[config.mk]
export PLATFORM = sky130hd
export DESIGN_NAME = signed_radix_to_text_unit
export DESIGN_NICKNAME = d
export VERILOG_FILES = /design/src/design/srtt_pkg.sv /design/src/design/signed_radix_to_text_unit.sv /design/src/design/srtt_base_check.sv /design/src/design/srtt_divider.sv
export SDC_FILE = /design/constraint.sdc
export NUM_CORES = 1
export LEC_CHECK = 0
export ABC_AREA = 0
export BUFFER_PORTS_ARGS = -buffer_cell sky130_fd_sc_hd__buf_2
export CORE_MARGIN = 2
export CORE_UTILIZATION = 60
export DETAILED_ROUTE_END_ITERATION = 16
export PLACE_DENSITY = 0.79
export SETUP_SLACK_MARGIN = 0.5
export SLEW_MARGIN = 30
export SYNTH_ARGS = -nofsm -noshare
export SYNTH_HDL_FRONTEND = slang
export SYNTH_SLANG_ARGS = --single-unit
[constraint.sdc]
create_clock -name clk_i -period 7.15 [get_ports clk_i]
set_input_delay 0.3575 -clock clk_i [delete_from_list [all_inputs] [get_ports clk_i]]
set_output_delay 0.3575 -clock clk_i [all_outputs]
set_load 0.05 [all_outputs]
[src/design/srtt_pkg.sv]
// Shared types, constants and helper functions of the signed radix to text unit.
package srtt_pkg;

  localparam int unsigned MaxRadixDef   = 16;
  localparam int unsigned ValueWidthDef = 32;
  localparam int unsigned SymbolCount   = 16;
  localparam int unsigned RadixWidth    = 5;
  localparam int unsigned SymWordWidth  = 64;
  localparam int unsigned CfgIdxWidth   = 2;
  localparam int unsigned DigitWidth    = 4;

  localparam logic [RadixWidth-1:0] MinRadix = 5'd2;

  localparam logic [7:0] CharPlus  = 8'h2B;
  localparam logic [7:0] CharMinus = 8'h2D;
  localparam logic [7:0] CharNul   = 8'h00;

  // configuration register indexes
  localparam logic [CfgIdxWidth-1:0] RegRadix   = 2'd0;
  localparam logic [CfgIdxWidth-1:0] RegSymLow  = 2'd1;
  localparam logic [CfgIdxWidth-1:0] RegSymHigh = 2'd2;

  typedef enum logic [2:0] {
    ST_IDLE,
    ST_CHECK,
    ST_DIVIDE,
    ST_READ,
    ST_EMIT
  } seq_state_e;

  typedef struct packed {
    logic done;
    logic ok;
  } chk_stat_t;

  typedef struct packed {
    logic                  done;
    logic [DigitWidth-1:0] remainder;
  } div_stat_t;

  // symbol byte for digit idx; 0..7 from the low word, 8..15 from the high word
  function automatic logic [7:0] symbol_at(input logic [SymWordWidth-1:0] lo,
                                           input logic [SymWordWidth-1:0] hi,
                                           input logic [DigitWidth-1:0]   idx);
    logic [SymWordWidth-1:0] word;
    word = idx[3] ? hi : lo;
    return word[idx[2:0]*8 +: 8];
  endfunction

endpackage

[src/design/signed_radix_to_text_unit.sv]
// Top level of the signed radix to text unit: registers, sequencer, digit memory.
//
// Usage:
//   Configuration: write radix (index 0), symbols_low (1) and symbols_high (2)
//   through cfg_we_i/cfg_index_i/cfg_data_i while the unit is idle. Writes to
//   other indexes are ignored. The configuration registers reset to 0.
//   Request: a value is taken at a clock edge with start high and busy low.
//   busy stays high until the last byte of that value has been issued.
//   Results: each byte shows on character_o/last_o/invalid_o for one cycle with
//   strobe_o high; the receiver has no back-pressure and must take it.
// Operation (r = radix):
//   base check walks one symbol per cycle, up to r symbols; an invalid base
//   ends there with a single byte flagged invalid (character 0, last 1).
//   Each digit takes one full division in the shared serial divider; the
//   divide phase ends when the quotient reaches zero.
//   Emission: optional minus sign, a memory read, then one digit per
//   cycle, most significant first. A new request may be taken in the cycle
//   the final byte is shown.
// Reset: asynchronous, active low; sequencer returns to idle, strobe drops.
// The digit memory is not cleared; every entry read was written for that value.
module signed_radix_to_text_unit #(
  parameter int unsigned MAX_RADIX   = srtt_pkg::MaxRadixDef,
  parameter int unsigned VALUE_WIDTH = srtt_pkg::ValueWidthDef
) (
  input  logic                               clk_i,
  input  logic                               rst_ni,
  input  logic                               start,
  output logic                               busy,
  input  logic signed [VALUE_WIDTH-1:0]      value_i,
  input  logic                               cfg_we_i,
  input  logic [srtt_pkg::CfgIdxWidth-1:0]   cfg_index_i,
  input  logic [srtt_pkg::SymWordWidth-1:0]  cfg_data_i,
  output logic                               strobe_o,
  output logic [7:0]                         character_o,
  output logic                               last_o,
  output logic                               invalid_o
);
  import srtt_pkg::*;

  localparam int unsigned AddrWidth = $clog2(VALUE_WIDTH);
  localparam int unsigned CntWidth  = $clog2(VALUE_WIDTH + 1);

  // configuration registers
  logic [RadixWidth-1:0]   radix_q;
  logic [SymWordWidth-1:0] sym_low_q;
  logic [SymWordWidth-1:0] sym_high_q;

  // sequencer
  seq_state_e             state_q, state_d;
  logic [CntWidth-1:0]    cnt_q, cnt_d;
  logic [CntWidth-1:0]    cnt_m1;
  logic                   neg_q, neg_d;
  logic [VALUE_WIDTH-1:0] mag_q, mag_d;
  logic [VALUE_WIDTH-1:0] value_u;

  // shared units
  logic                   chk_start;
  chk_stat_t              chk_stat;
  logic                   div_start;
  logic [VALUE_WIDTH-1:0] dividend;
  logic [VALUE_WIDTH-1:0] quotient;
  div_stat_t              div_stat;

  // digit memory, least significant digit at address 0
  logic [DigitWidth-1:0]  digit_mem [VALUE_WIDTH];
  logic                   mem_we;
  logic                   mem_re;
  logic [AddrWidth-1:0]   rd_addr;
  logic [DigitWidth-1:0]  rd_data_q;

  // output register
  logic       strobe_q, strobe_d;
  logic [7:0] char_q, char_d;
  logic       last_q, last_d;
  logic       inv_q, inv_d;

  always_ff @(posedge clk_i or negedge rst_ni) begin
    if (!rst_ni) begin
      radix_q    <= '0;
      sym_low_q  <= '0;
      sym_high_q <= '0;
    end else if (cfg_we_i) begin
      unique case (cfg_index_i)
        RegRadix:   radix_q    <= cfg_data_i[RadixWidth-1:0];
        RegSymLow:  sym_low_q  <= cfg_data_i;
        RegSymHigh: sym_high_q <= cfg_data_i;
        default:    ;
      endcase
    end
  end

  srtt_base_check #(
    .MAX_RADIX (MAX_RADIX)
  ) u_check (
    .clk_i      (clk_i),
    .rst_ni     (rst_ni),
    .start_i    (chk_start),
    .radix_i    (radix_q),
    .sym_low_i  (sym_low_q),
    .sym_high_i (sym_high_q),
    .stat_o     (chk_stat)
  );

  srtt_divider #(
    .VALUE_WIDTH (VALUE_WIDTH)
  ) u_divider (
    .clk_i      (clk_i),
    .rst_ni     (rst_ni),
    .start_i    (div_start),
    .dividend_i (dividend),
    .divisor_i  (radix_q),
    .quotient_o (quotient),
    .stat_o     (div_stat)
  );

  assign value_u = value_i;
  assign cnt_m1  = cnt_q - CntWidth'(1);

  always_comb begin
    state_d   = state_q;
    cnt_d     = cnt_q;
    neg_d     = neg_q;
    mag_d     = mag_q;
    chk_start = 1'b0;
    div_start = 1'b0;
    dividend  = mag_q;
    mem_we    = 1'b0;
    mem_re    = 1'b0;
    rd_addr   = cnt_m1[AddrWidth-1:0];
    strobe_d  = 1'b0;
    char_d    = char_q;
    last_d    = last_q;
    inv_d     = inv_q;

    unique case (state_q)
      ST_IDLE: begin
        if (start) begin
          // magnitude of the most negative value still fits unsigned
          neg_d     = value_u[VALUE_WIDTH-1];
          mag_d     = value_u[VALUE_WIDTH-1] ? (~value_u + VALUE_WIDTH'(1)) : value_u;
          chk_start = 1'b1;
          state_d   = ST_CHECK;
        end
      end
      ST_CHECK: begin
        if (chk_stat.done) begin
          if (chk_stat.ok) begin
            div_start = 1'b1;
            dividend  = mag_q;
            cnt_d     = '0;
            state_d   = ST_DIVIDE;
          end else begin
            strobe_d = 1'b1;
            char_d   = CharNul;
            last_d   = 1'b1;
            inv_d    = 1'b1;
            state_d  = ST_IDLE;
          end
        end
      end
      ST_DIVIDE: begin
        if (div_stat.done) begin
          mem_we = 1'b1;
          cnt_d  = cnt_q + CntWidth'(1);
          if (quotient != '0) begin
            div_start = 1'b1;
            dividend  = quotient;
          end else begin
            state_d = ST_READ;
            if (neg_q) begin
              strobe_d = 1'b1;
              char_d   = CharMinus;
              last_d   = 1'b0;
              inv_d    = 1'b0;
            end
          end
        end
      end
      ST_READ: begin
        // fetch the most significant digit
        mem_re  = 1'b1;
        cnt_d   = cnt_m1;
        state_d = ST_EMIT;
      end
      ST_EMIT: begin
        strobe_d = 1'b1;
        char_d   = symbol_at(sym_low_q, sym_high_q, rd_data_q);
        last_d   = (cnt_q == '0);
        inv_d    = 1'b0;
        if (cnt_q == '0) begin
          state_d = ST_IDLE;
        end else begin
          mem_re = 1'b1;
          cnt_d  = cnt_m1;
        end
      end
      default: state_d = ST_IDLE;
    endcase
  end

  always_ff @(posedge clk_i or negedge rst_ni) begin
    if (!rst_ni) begin
      state_q  <= ST_IDLE;
      cnt_q    <= '0;
      strobe_q <= 1'b0;
    end else begin
      state_q  <= state_d;
      cnt_q    <= cnt_d;
      strobe_q <= strobe_d;
    end
  end

  always_ff @(posedge clk_i) begin
    neg_q  <= neg_d;
    mag_q  <= mag_d;
    char_q <= char_d;
    last_q <= last_d;
    inv_q  <= inv_d;
  end

  always_ff @(posedge clk_i) begin
    if (mem_we) begin
      digit_mem[cnt_q[AddrWidth-1:0]] <= div_stat.remainder;
    end
  end

  always_ff @(posedge clk_i) begin
    if (mem_re) begin
      rd_data_q <= digit_mem[rd_addr];
    end
  end

  assign busy        = (state_q != ST_IDLE);
  assign strobe_o    = strobe_q;
  assign character_o = char_q;
  assign last_o      = last_q;
  assign invalid_o   = inv_q;

endmodule

[src/design/srtt_base_check.sv]
// Iterative base validity check: one symbol per cycle against all later symbols below the radix.
module srtt_base_check #(
  parameter int unsigned MAX_RADIX = srtt_pkg::MaxRadixDef
) (
  input  logic                                clk_i,
  input  logic                                rst_ni,
  input  logic                                start_i,
  input  logic [srtt_pkg::RadixWidth-1:0]     radix_i,
  input  logic [srtt_pkg::SymWordWidth-1:0]   sym_low_i,
  input  logic [srtt_pkg::SymWordWidth-1:0]   sym_high_i,
  output srtt_pkg::chk_stat_t                 stat_o
);
  import srtt_pkg::*;

  logic                  run_q;
  logic [DigitWidth-1:0] idx_q;
  logic [7:0]            cur;
  logic                  dup;
  logic                  range_bad;
  logic                  sym_bad;
  logic                  at_end;
  logic [RadixWidth-1:0] radix_m1;

  always_comb begin
    cur = symbol_at(sym_low_i, sym_high_i, idx_q);
    dup = 1'b0;
    for (int j = 0; j < SymbolCount; j++) begin
      if ((RadixWidth'(j) > {1'b0, idx_q}) && (RadixWidth'(j) < radix_i) &&
          (symbol_at(sym_low_i, sym_high_i, DigitWidth'(j)) == cur)) begin
        dup = 1'b1;
      end
    end
    range_bad = (radix_i < MinRadix) || (radix_i > RadixWidth'(MAX_RADIX));
    sym_bad   = (cur == CharNul) || (cur == CharPlus) || (cur == CharMinus) || dup;
    radix_m1  = radix_i - RadixWidth'(1);
    at_end    = ({1'b0, idx_q} == radix_m1);
    stat_o.done = run_q & (range_bad | sym_bad | at_end);
    stat_o.ok   = ~(range_bad | sym_bad);
  end

  always_ff @(posedge clk_i or negedge rst_ni) begin
    if (!rst_ni) begin
      run_q <= 1'b0;
      idx_q <= '0;
    end else if (start_i) begin
      run_q <= 1'b1;
      idx_q <= '0;
    end else if (run_q) begin
      if (stat_o.done) begin
        run_q <= 1'b0;
      end
      idx_q <= idx_q + DigitWidth'(1);
    end
  end

endmodule

[src/design/srtt_divider.sv]
// Restoring serial divider by the radix: one quotient bit per cycle.
module srtt_divider #(
  parameter int unsigned VALUE_WIDTH = srtt_pkg::ValueWidthDef
) (
  input  logic                              clk_i,
  input  logic                              rst_ni,
  input  logic                              start_i,
  input  logic [VALUE_WIDTH-1:0]            dividend_i,
  input  logic [srtt_pkg::RadixWidth-1:0]   divisor_i,
  output logic [VALUE_WIDTH-1:0]            quotient_o,
  output srtt_pkg::div_stat_t               stat_o
);
  import srtt_pkg::*;

  localparam int unsigned CntWidth = $clog2(VALUE_WIDTH);

  logic                   run_q;
  logic                   done_q;
  logic [CntWidth-1:0]    cnt_q;
  logic [VALUE_WIDTH-1:0] quo_q;
  logic [DigitWidth-1:0]  rem_q;
  logic [RadixWidth-1:0]  trial;
  logic [RadixWidth-1:0]  diff;
  logic                   fits;

  // partial remainder stays below the divisor, so trial fits in five bits
  assign trial = {rem_q, quo_q[VALUE_WIDTH-1]};
  assign fits  = (trial >= divisor_i);
  assign diff  = trial - divisor_i;

  always_ff @(posedge clk_i or negedge rst_ni) begin
    if (!rst_ni) begin
      run_q  <= 1'b0;
      done_q <= 1'b0;
      cnt_q  <= '0;
    end else begin
      done_q <= 1'b0;
      if (start_i) begin
        run_q <= 1'b1;
        cnt_q <= CntWidth'(VALUE_WIDTH - 1);
      end else if (run_q) begin
        cnt_q <= cnt_q - CntWidth'(1);
        if (cnt_q == '0) begin
          run_q  <= 1'b0;
          done_q <= 1'b1;
        end
      end
    end
  end

  always_ff @(posedge clk_i) begin
    if (start_i) begin
      quo_q <= dividend_i;
      rem_q <= '0;
    end else if (run_q) begin
      quo_q <= {quo_q[VALUE_WIDTH-2:0], fits};
      rem_q <= fits ? diff[DigitWidth-1:0] : trial[DigitWidth-1:0];
    end
  end

  assign quotient_o       = quo_q;
  assign stat_o.done      = done_q;
  assign stat_o.remainder = rem_q;

endmodule
==> results of run 1 <==
==> routing by layer <==
metal	track usage [%]	wire length, µm	vias to the layer above
li1	-	-	6131
met1	46.5	23300	7070
met2	45.1	23400	716
met3	7.04	5340	92
met4	8.93	1420	2
met5	0	13	-
==> worst max-delay path: stages (launching register included) <==
cell	delay, ps
dfrtp_2	1000
nand2b_1	560
o22ai_1	700
nor2_1	230
a2111oi_0	430
a2111oi_0	180
nand4_1	200
o41ai_1	120
nor4_2	530
nand2_4	170
or3_1	500
a21boi_2	170
buf_4	380
==> power groups by stage <==
stage               Sequential [mW]  Combinational, mW  Clock, mW
finish                         3.16               4.26       1.99
global route                   3.20               4.53       2.11
CTS                            3.14               4.18       2.03
detailed placement             3.17               4.13          0
global placement               3.16               4.08          0
floorplan                      2.99               3.16          0
==> stage by stage <==
step / util, % / cells
after floorplan: - / 1547
after global placement: 63.1 / 2037
after detailed placement: 63.1 / 2037
after CTS: 66.9 / 2105
after global routing: 67.0 / 2106
final: 67.0 / 2106
==> layout make-up <==
type / instances / area (µm²)
clock inverter: 18 / 239
tap: 448 / 561
timing repair buffer: 131 / 733
multi-input combinational: 1070 / 9550
sequential: 366 / 10200
fill: 2429 / 11000
clock buffer: 49 / 1010
inverter: 24 / 90.1
==> synthesized netlist by cell type, drive strengths merged (10+ instances only) <==
cell type    n  area, µm²
mux4        81       1820
a211oi      11       82.6
inv         23       86.3
mux2       183       2120
edfxtp     207       6220
and3        17        106
nand4       20        125
nor3        45        255
nand2       69        283
xor2        30        263
nor4        15        100
nor2        82        370
buf         36        285
a21oi       39        214
clkbuf      51        191
a21boi      10       75.1
o31ai       15        126
o22ai       38        250
o21ai       59        299
ha          19        238
mux2i       52        521
or3         30        193
nand3       20        100
nand2b      11       68.8
xnor2       99        867
dfrtp      155       3880
==> final timing paths <==
| kind | end | cells past startpoint | from |
|---|---|---|---|
| max | u_divider.quotient_o[18] | 12 | u_check.idx_q[0] |
| min | mag_q[0] | 1 | value_i[0] |
| max reg2reg | u_divider.quotient_o[18] | 12 | u_check.idx_q[0] |
| min reg2reg | cnt_q[5] | 1 | cnt_q[5] |
| max in group asynchronous | sym_high_q[19] | 3 | rst_ni |
| min in group asynchronous | sym_low_q[47] | 2 | rst_ni |
==> what timing repair did <==
action | 4_1_cts | 5_1_grt
gates resized for setup | 0 | 0
endpoints found under the hold margin | 81 | 0
buffers inserted | 0 | 0
hold buffers | 1 | 0
==> registers in the layout, indices dropped and copies added, names as in the netlist, 3 cells and up <==
register	count
sym_high_q	64
cnt_q	6
u_divider.quotient_o	32
u_check.idx_q	4
rd_data_q	4
mag_q	32
character_o	8
u_divider.cnt_q	5
digit_mem	128
u_divider.rem_q	4
sym_low_q	64
radix_q	5
state_q	3
==> kinds of logic after synthesis <==
family / share of synthesized area (%)
flip-flops: 50.2
AND/OR/NAND/NOR: 9.66
multiplexers: 22.0
AO/OA/AOI/OAI: 8.45
XOR/XNOR: 5.58
buffers and inverters: 2.80
adder cells (fa/ha/maj): 1.27
==> flow_summary.ini, run 1 <==
[floorplan]
rows = 67
boundaryPins = 114
core-area_um2 = 33400
die_h_um = 188
initial_core_util_pct = 60.7
dieArea_um2 = 35300
die_x_um = 188

[sta]
final_max_slew_viol_count = 0
finalHoldViolCount = 0
max-slew-margin-rel_pct = 36.1
setup_viol_count_final = 0
fmax_mhz = 180
fin_ws_ps = 1590
period_share_pct = 77.8
timing.clock.skew_ps = 19.8
fin_hold_ws_ps = 44.3
grt_setup_unrepaired = false
setup-tns-final_ps = 0
fin_crit_ps = 5560
worst_pin_slew_ps = 959

[global_route]
grt_pass1_vias = 13600
antenna_found_initial = 1
grt_max_degree = 83
track_usage_pct = 30.8
grt_pass1_wl_mm = 82.3
grt.overflow.total = 0

[cts]
cts_buffers = 37
cts.clk_slew.worst_paths_ps = 60
cts-root-buf = clkbuf_16
cts_max_path_buffers = 3
cts_tree = done
cts_num_sinks = 366
cts_max_level = 2
clock_latency_ps = 550

[power_and_ir_drop]
p_sw_share_pct = 40.0
p_switching_mw = 3.77
clkPwrFrac_pct = 21.2
p_per_area_nw_per_um2 = 421
power_mw = 9.42
irDropWorstVdd_v = 0.000213
p_int_mw = 5.65
p_seq_share_pct = 33.6
p_leak_nw = 8.11
combPwrFrac_pct = 45.3

[finish]
layout_common_cells = 207 x edfxtp_1, 161 x mux2_2, 152 x dfrtp_1
layout.nets = 1752
final_cell_area_um2 = 22400
syn_to_final_growth_pct = 10.4
mostFrequentLayoutCell = edfxtp_1
drive_gt1_share_pct = 29.6
diodes = 0

[synthesis]
synthFlopType = edfxtp_1
synth.distinct_cells = 92
syn_inst = 1547
synth_warnings = 0
synth_seq_cells = 366
syn_area_um2 = 20300
syn_nets = 1669
syn_avg_cell_area_um2 = 13.1
ys_seq_area_share_pct = 50.2
ys_async_sr_fraction_pct = 42.3
synth-edff-count = 207

[routing]
post-route-drc-count = 0
wl_per_cell_um = 25.4
vias = 14000
drt_wl_total_mm = 53.5
drtIter0Drc = 1545
avgViaCountPerCell = 6.65
dr.pass1.iters = 6
ant_nets = 0

[placed_design]
portBuffers = 113
place_ws_ps = 1720
gp_congestion = 1.02
dp_hpwl_mm = 38.0
postPlaceCellArea_um2 = 21100

[setup_path]
required_ps = 7330
critPathArrivalTime_ps = 5750
start_kind = register
critPathMaxFanout = 32
rrSetupSlack_ps = 1590
cp-end-kind = register
critical_path_class = reg -> reg

[min_path]
hold_class = in -> reg

[status]
status = finished, final reports clean

[flow_run]
timing.max_cap.violations = 0
Note: power is estimated with default switching activity, not from simulation.
==> run 2, diff against run 1 <==
==> constraint.sdc (replaced) <==
create_clock -name clk_i -period 5.2 [get_ports clk_i]
set_input_delay 0.26 -clock clk_i [delete_from_list [all_inputs] [get_ports clk_i]]
set_output_delay 0.26 -clock clk_i [all_outputs]
set_load 0.05 [all_outputs]
==> run 2 against run 1 <==
Net effect:
- total power up 38%
- final area up 3.0%
- setup slack got worse by 960 ps
- maximum frequency is 22% higher
- clock power rose by 30%
- sequential power increased by 38%
- wire length rose by 3.0%
- non-clock buffer count up 71
- worst hold slack worse by 29 ps
- count of clock-buffer cells in the layout grew 1
- die area unchanged
- global-route usage grew 0.82 points
==> flow_summary.ini, run 2 (same netlist as run 1, synthesis figures left out) <==
[status]
status = finished, final reports clean

[global_route]
grt_pass1_vias = 14100
track_usage_pct = 31.7
grt_max_degree = 65
grt_pass1_wl_mm = 84.9
grt.overflow.total = 0
antenna_found_initial = 1

[sta]
period_share_pct = 87.9
final_max_slew_viol_count = 0
grt_setup_unrepaired = false
timing.clock.skew_ps = 22.5
worst_pin_slew_ps = 942
setup_viol_count_final = 0
finalHoldViolCount = 0
max-slew-margin-rel_pct = 37.2
fin_crit_ps = 4570
fmax_mhz = 219
fin_ws_ps = 631
setup-tns-final_ps = 0
fin_hold_ws_ps = 15.4

[finish]
diodes = 0
register_area_um2 = 10200
layout_common_cells = 207 x edfxtp_1, 161 x mux2_2, 152 x dfrtp_1
drive_gt1_share_pct = 29.1
multi_input_area_um2 = 9560
mostFrequentLayoutCell = edfxtp_1
final_cells = 2179
fin_util_pct = 69.0
fill_cells = 2325
layout.nets = 1824
largest_reg_flops = 128
final_cell_area_um2 = 23000
syn_to_final_growth_pct = 13.7

[setup_path]
slowest_stage = or3_1
start_kind = register
critical_path_class = reg -> reg
cp-end-kind = register
crit_family = simple AND/OR/NAND/NOR gates
worstSetupStartpoint = u_check.idx_q[0]
cp_cell_sequence = or2_1 -> o22ai_1 -> or3_1 -> and3_1 -> o22ai_1 -> a2111oi_0 -> a21oi_1 -> nor4bb_4 -> nand2_4 -> or3_1 -> a21boi_2 -> buf_12
path_buf_inv = 1
r2r_start = u_check.idx_q[0]
critPathMaxFanout = 32
critPathArrivalTime_ps = 4810
required_ps = 5440
max_stage_delay_ps = 530

[placed_design]
dp_hpwl_mm = 39.3
postPlaceCellArea_um2 = 21200
place_ws_ps = 601
numPlacedInstances = 2047
gp_congestion = 0.991
portBuffers = 113

[power_and_ir_drop]
p_sw_share_pct = 40.7
clkPwrFrac_pct = 20.0
combPwrFrac_pct = 46.5
p_leak_nw = 8.38
p_switching_mw = 5.28
p_seq_share_pct = 33.5
p_per_area_nw_per_um2 = 564
p_int_mw = 7.70
power_mw = 13.0
irDropWorstVdd_v = 0.000285

[floorplan]
dieArea_um2 = 35300
rows = 67
boundaryPins = 114
initial_core_util_pct = 60.7
die_x_um = 188
core-area_um2 = 33400
die_h_um = 188

[cts]
cts_num_sinks = 366
cts_tree = done
cts-root-buf = clkbuf_16
cts_max_path_buffers = 3
post_cts_buffers = 0
cts_max_level = 2
clock_latency_ps = 560
cts_buffers = 38
cts.clk_slew.worst_paths_ps = 70

[flow_run]
timing.max_cap.violations = 0

[routing]
wl_met3_mm = 5.42
dr.pass1.iters = 8
wl_met1_mm = 23.4
routed.top_layer = met4
vias = 14300
wl_per_cell_um = 25.3
avgViaCountPerCell = 6.58
drt_wl_total_mm = 55.1
ant_nets = 0
drtIter0Drc = 1731
post-route-drc-count = 0
wl_met2_mm = 24.4

[min_path]
hold_start = cfg_data_i[0]
hold_class = in -> reg
==> run 2: changes by cell type in the layout (fill, tap and decap cells not counted), moves of 2 or more <==
cell,change
buf_12,+3
buf_4,+7
clkinv_4,+2
clkinv_1,+2
clkinvlp_4,+2
bufinv_16,-4
dlygate4sd3_1,+61
==> run 2: layer usage <==
layer  global-route usage [%]  vias up
met5                        0        -
met4                     10.4        0
met2                     47.2      759
met3                     6.38      109
li1                         -     6276
met1                     47.0     7186
==> run 2: cell type report <==
type / instances / share of cell area [%]
tap: 448 / 2.43
multi-input combinational: 1070 / 41.5
clock inverter: 19 / 0.614
clock buffer: 50 / 4.50
inverter: 24 / 0.391
sequential: 366 / 44.2
timing repair buffer: 202 / 6.33
==> run 2: power groups by stage <==
stage	sequential [mW]	combinational [mW]	clock, mW
floorplan	4.11	4.34	0
global placement	4.33	5.75	0
detailed placement	4.37	5.78	0
CTS	4.32	5.88	2.62
global route	4.40	6.38	2.73
finish	4.35	6.04	2.59
==> run 2: final timing paths <==
kind	end	slack [ps]	depth (start not counted)
max in group asynchronous	cnt_q[0]	3890	3
min in group asynchronous	sym_low_q[34]	190	2
worst max register to register	u_divider.quotient_o[30]	630	12
worst max-delay path	u_divider.quotient_o[30]	630	12
worst min register to register	cnt_q[5]	490	1
worst min-delay path	sym_low_q[0]	20	2
==> run 2: worst reg2reg max path, cell delays in order (launching register included) <==
cell,delay [ps]
dfrtp_2,440
or2_1,530
o22ai_1,270
or3_1,540
and3_1,240
o22ai_1,330
a2111oi_0,160
a21oi_1,180
nor4bb_4,450
nand2_4,170
or3_1,490
a21boi_2,230
buf_12,230
==> run 2: what timing repair did <==
| item | 4_1_cts | 5_1_grt |
|---|---|---|
| endpoints found under the hold margin | 162 | 0 |
| hold buffers | 62 | 0 |
| gates resized for setup | 0 | 6 |
| setup endpoints to repair | 0 | 74 |
==> run 3, diff against run 2 <==
--- a/config.mk
+++ b/config.mk
@@ -6,7 +6,7 @@
 export NUM_CORES = 1
 export LEC_CHECK = 0
 export ABC_AREA = 0
-export BUFFER_PORTS_ARGS = -buffer_cell sky130_fd_sc_hd__buf_2
+export BUFFER_PORTS_ARGS = -buffer_cell sky130_fd_sc_hd__buf_4
 export CORE_MARGIN = 2
 export CORE_UTILIZATION = 60
 export DETAILED_ROUTE_END_ITERATION = 16
==> run 3 against run 2 <==
Net effect:
- critical path depth rose by 1
- non-clock buffer count rose by 22
- register-to-register slack barely moved
- count of clock-buffer cells in the layout rose by 5
- sequential power fell by 0.9%
- critical endpoint is now u_divider.quotient_o[5]
- sequential cell count did not move
- final area rose by 2.4%
- maximum frequency fell by 0.10%
- clock skew fell by 8.2 ps
- highest routed layer unchanged
- sequential share of layout area fell by 1.1 points
- first-iteration DRC count fell by 5.3%
- global-route usage rose by 0.39 points
==> flow_summary.ini, run 3 (same netlist as run 1, synthesis figures left out) <==
[status]
status = finished, final reports clean

[routing]
post-route-drc-count = 0
wl_per_cell_um = 25.3
dr.pass1.iters = 5
drt_wl_total_mm = 55.7
drtIter0Drc = 1639
vias = 14500
ant_nets = 0
avgViaCountPerCell = 6.57

[sta]
period_share_pct = 87.9
final_max_slew_viol_count = 0
fin_hold_ws_ps = 27.7
grt_setup_unrepaired = false
max-slew-margin-rel_pct = 38.1
worst_pin_slew_ps = 928
finalHoldViolCount = 0
setup-tns-final_ps = 0
fin_crit_ps = 4570
timing.clock.skew_ps = 14.3
fmax_mhz = 219
setup_viol_count_final = 0
fin_ws_ps = 627

[setup_path]
r2r_cells = 13
cp-end-kind = register
critical_path_class = reg -> reg
slowest_stage = o21ai_1
max_stage_delay_ps = 610
r2r_start = u_check.idx_q[1]
critPathArrivalTime_ps = 4810
start_kind = register
required_ps = 5430
critPathMaxFanout = 19
cp_cell_sequence = buf_4 -> nand2b_1 -> o22ai_1 -> o21ai_1 -> a21oi_1 -> o22ai_1 -> or4_1 -> o2111a_1 -> nor4bb_4 -> nand2_4 -> or3_1 -> a21boi_2 -> buf_4
rrSetupSlack_ps = 630
rr_endpoint = u_divider.quotient_o[5]

[floorplan]
rows = 67
die_x_um = 188
die_h_um = 188
initial_core_util_pct = 60.7
core-area_um2 = 33400
boundaryPins = 114
dieArea_um2 = 35300

[min_path]
hold_class = in -> reg
holdPathStages = 2
hold_start = value_i[25]
min_to = mag_q[25]

[global_route]
grt_pass1_vias = 14200
track_usage_pct = 32.0
antenna_found_initial = 1
grt_pass1_wl_mm = 85.9
grt_max_degree = 73
grt.overflow.total = 0

[cts]
cts.clk_slew.worst_paths_ps = 60
post_cts_buffers = 0
cts_tree = done
cts_num_sinks = 366
cts_buffers = 38
cts_max_level = 2
cts-root-buf = clkbuf_16
clock_latency_ps = 540
cts_max_path_buffers = 3

[placed_design]
numPlacedInstances = 2055
place_ws_ps = 611
dp_hpwl_mm = 39.5
gp_congestion = 1.02
portBuffers = 113

[power_and_ir_drop]
power_mw = 13.2
p_leak_nw = 8.63
irDropWorstVdd_v = 0.000310
p_per_area_nw_per_um2 = 560

[finish]
layout_common_cells = 207 x edfxtp_1, 161 x mux2_2, 152 x dfrtp_1
drive_gt1_share_pct = 29.3
layout.nets = 1846
syn_to_final_growth_pct = 16.4
largest_reg_flops = 128
mostFrequentLayoutCell = edfxtp_1
final_cells = 2202
diodes = 0

[flow_run]
timing.max_cap.violations = 0
## run 3: cell count changes in the layout (fill, tap and decap cells not counted), moves of 2 or more
cell / before / now
clkinv_2: 4 / 7
dlygate4sd3_1: 62 / 76
buf_6: 1 / 3
clkinv_4: 2 / 0
clkinv_1: 9 / 4
buf_2: 112 / 0
buf_4: 22 / 141
clkbuf_8: 3 / 8
## run 3: cell type report
cell class,count,area (µm²)
Clock buffer,55,1120
Tap cell,448,561
Fill cell,2278,9770
Sequential cell,366,10200
Inverter,24,90.1
Clock inverter,15,143
Timing Repair Buffer,224,1940
Multi-Input combinational cell,1070,9560
## run 3: worst max path at each step
stage,start,endpoint,depth (start not counted)
after global placement,u_check.idx_q[0],u_divider.quotient_o[4],13
after CTS,u_check.idx_q[0],u_divider.quotient_o[3],14
after global routing,u_check.idx_q[0],u_divider.quotient_o[12],13
final,u_check.idx_q[1],u_divider.quotient_o[5],13
after floorplan,u_check.idx_q[0],u_divider.quotient_o[0],15
after detailed placement,u_check.idx_q[0],u_divider.quotient_o[3],14
## run 3: repair_timing
item	in CTS	in global routing
hold buffers	76	0
endpoints found under the hold margin	174	0
setup endpoints to repair	0	64
gates resized for setup	0	4
## run 3: through the flow
stage / area (µm²) / util [%]
global placement: 21500 / 64.5
global route: 23600 / 70.7
CTS: 23500 / 70.5
floorplan: 20300 / -
detailed placement: 21500 / 64.5
finish: 23600 / 70.7
## run 3: worst max-delay path, delay by kind of cell, from the launching register on
| family | cells | cell delay (ps) |
|---|---|---|
| AOI/OAI and AO/OA | 6 | 1710 |
| buffers and inverters | 2 | 540 |
| DFF | 1 | 410 |
| and+or+nand+nor | 5 | 1580 |
## run 3: power by group
group,total (mW),switching [mW],internal (mW)
Combinational,6.19,3.55,2.65
Sequential,4.31,0.650,3.66
Clock,2.72,1.12,1.60
Total,13.2,5.32,7.91
## run 3: layer usage
layer  up-vias  part of all wire [%]  wire length [µm]  GRT usage, %
met5         -                     0                 0             0
met4         0                   3.1              1710          9.93
met3       116                    10              5610          7.54
met2       815                    44             24700          47.7
met1      7231                    43             23700          47.1
li1       6306                     -                 -             -
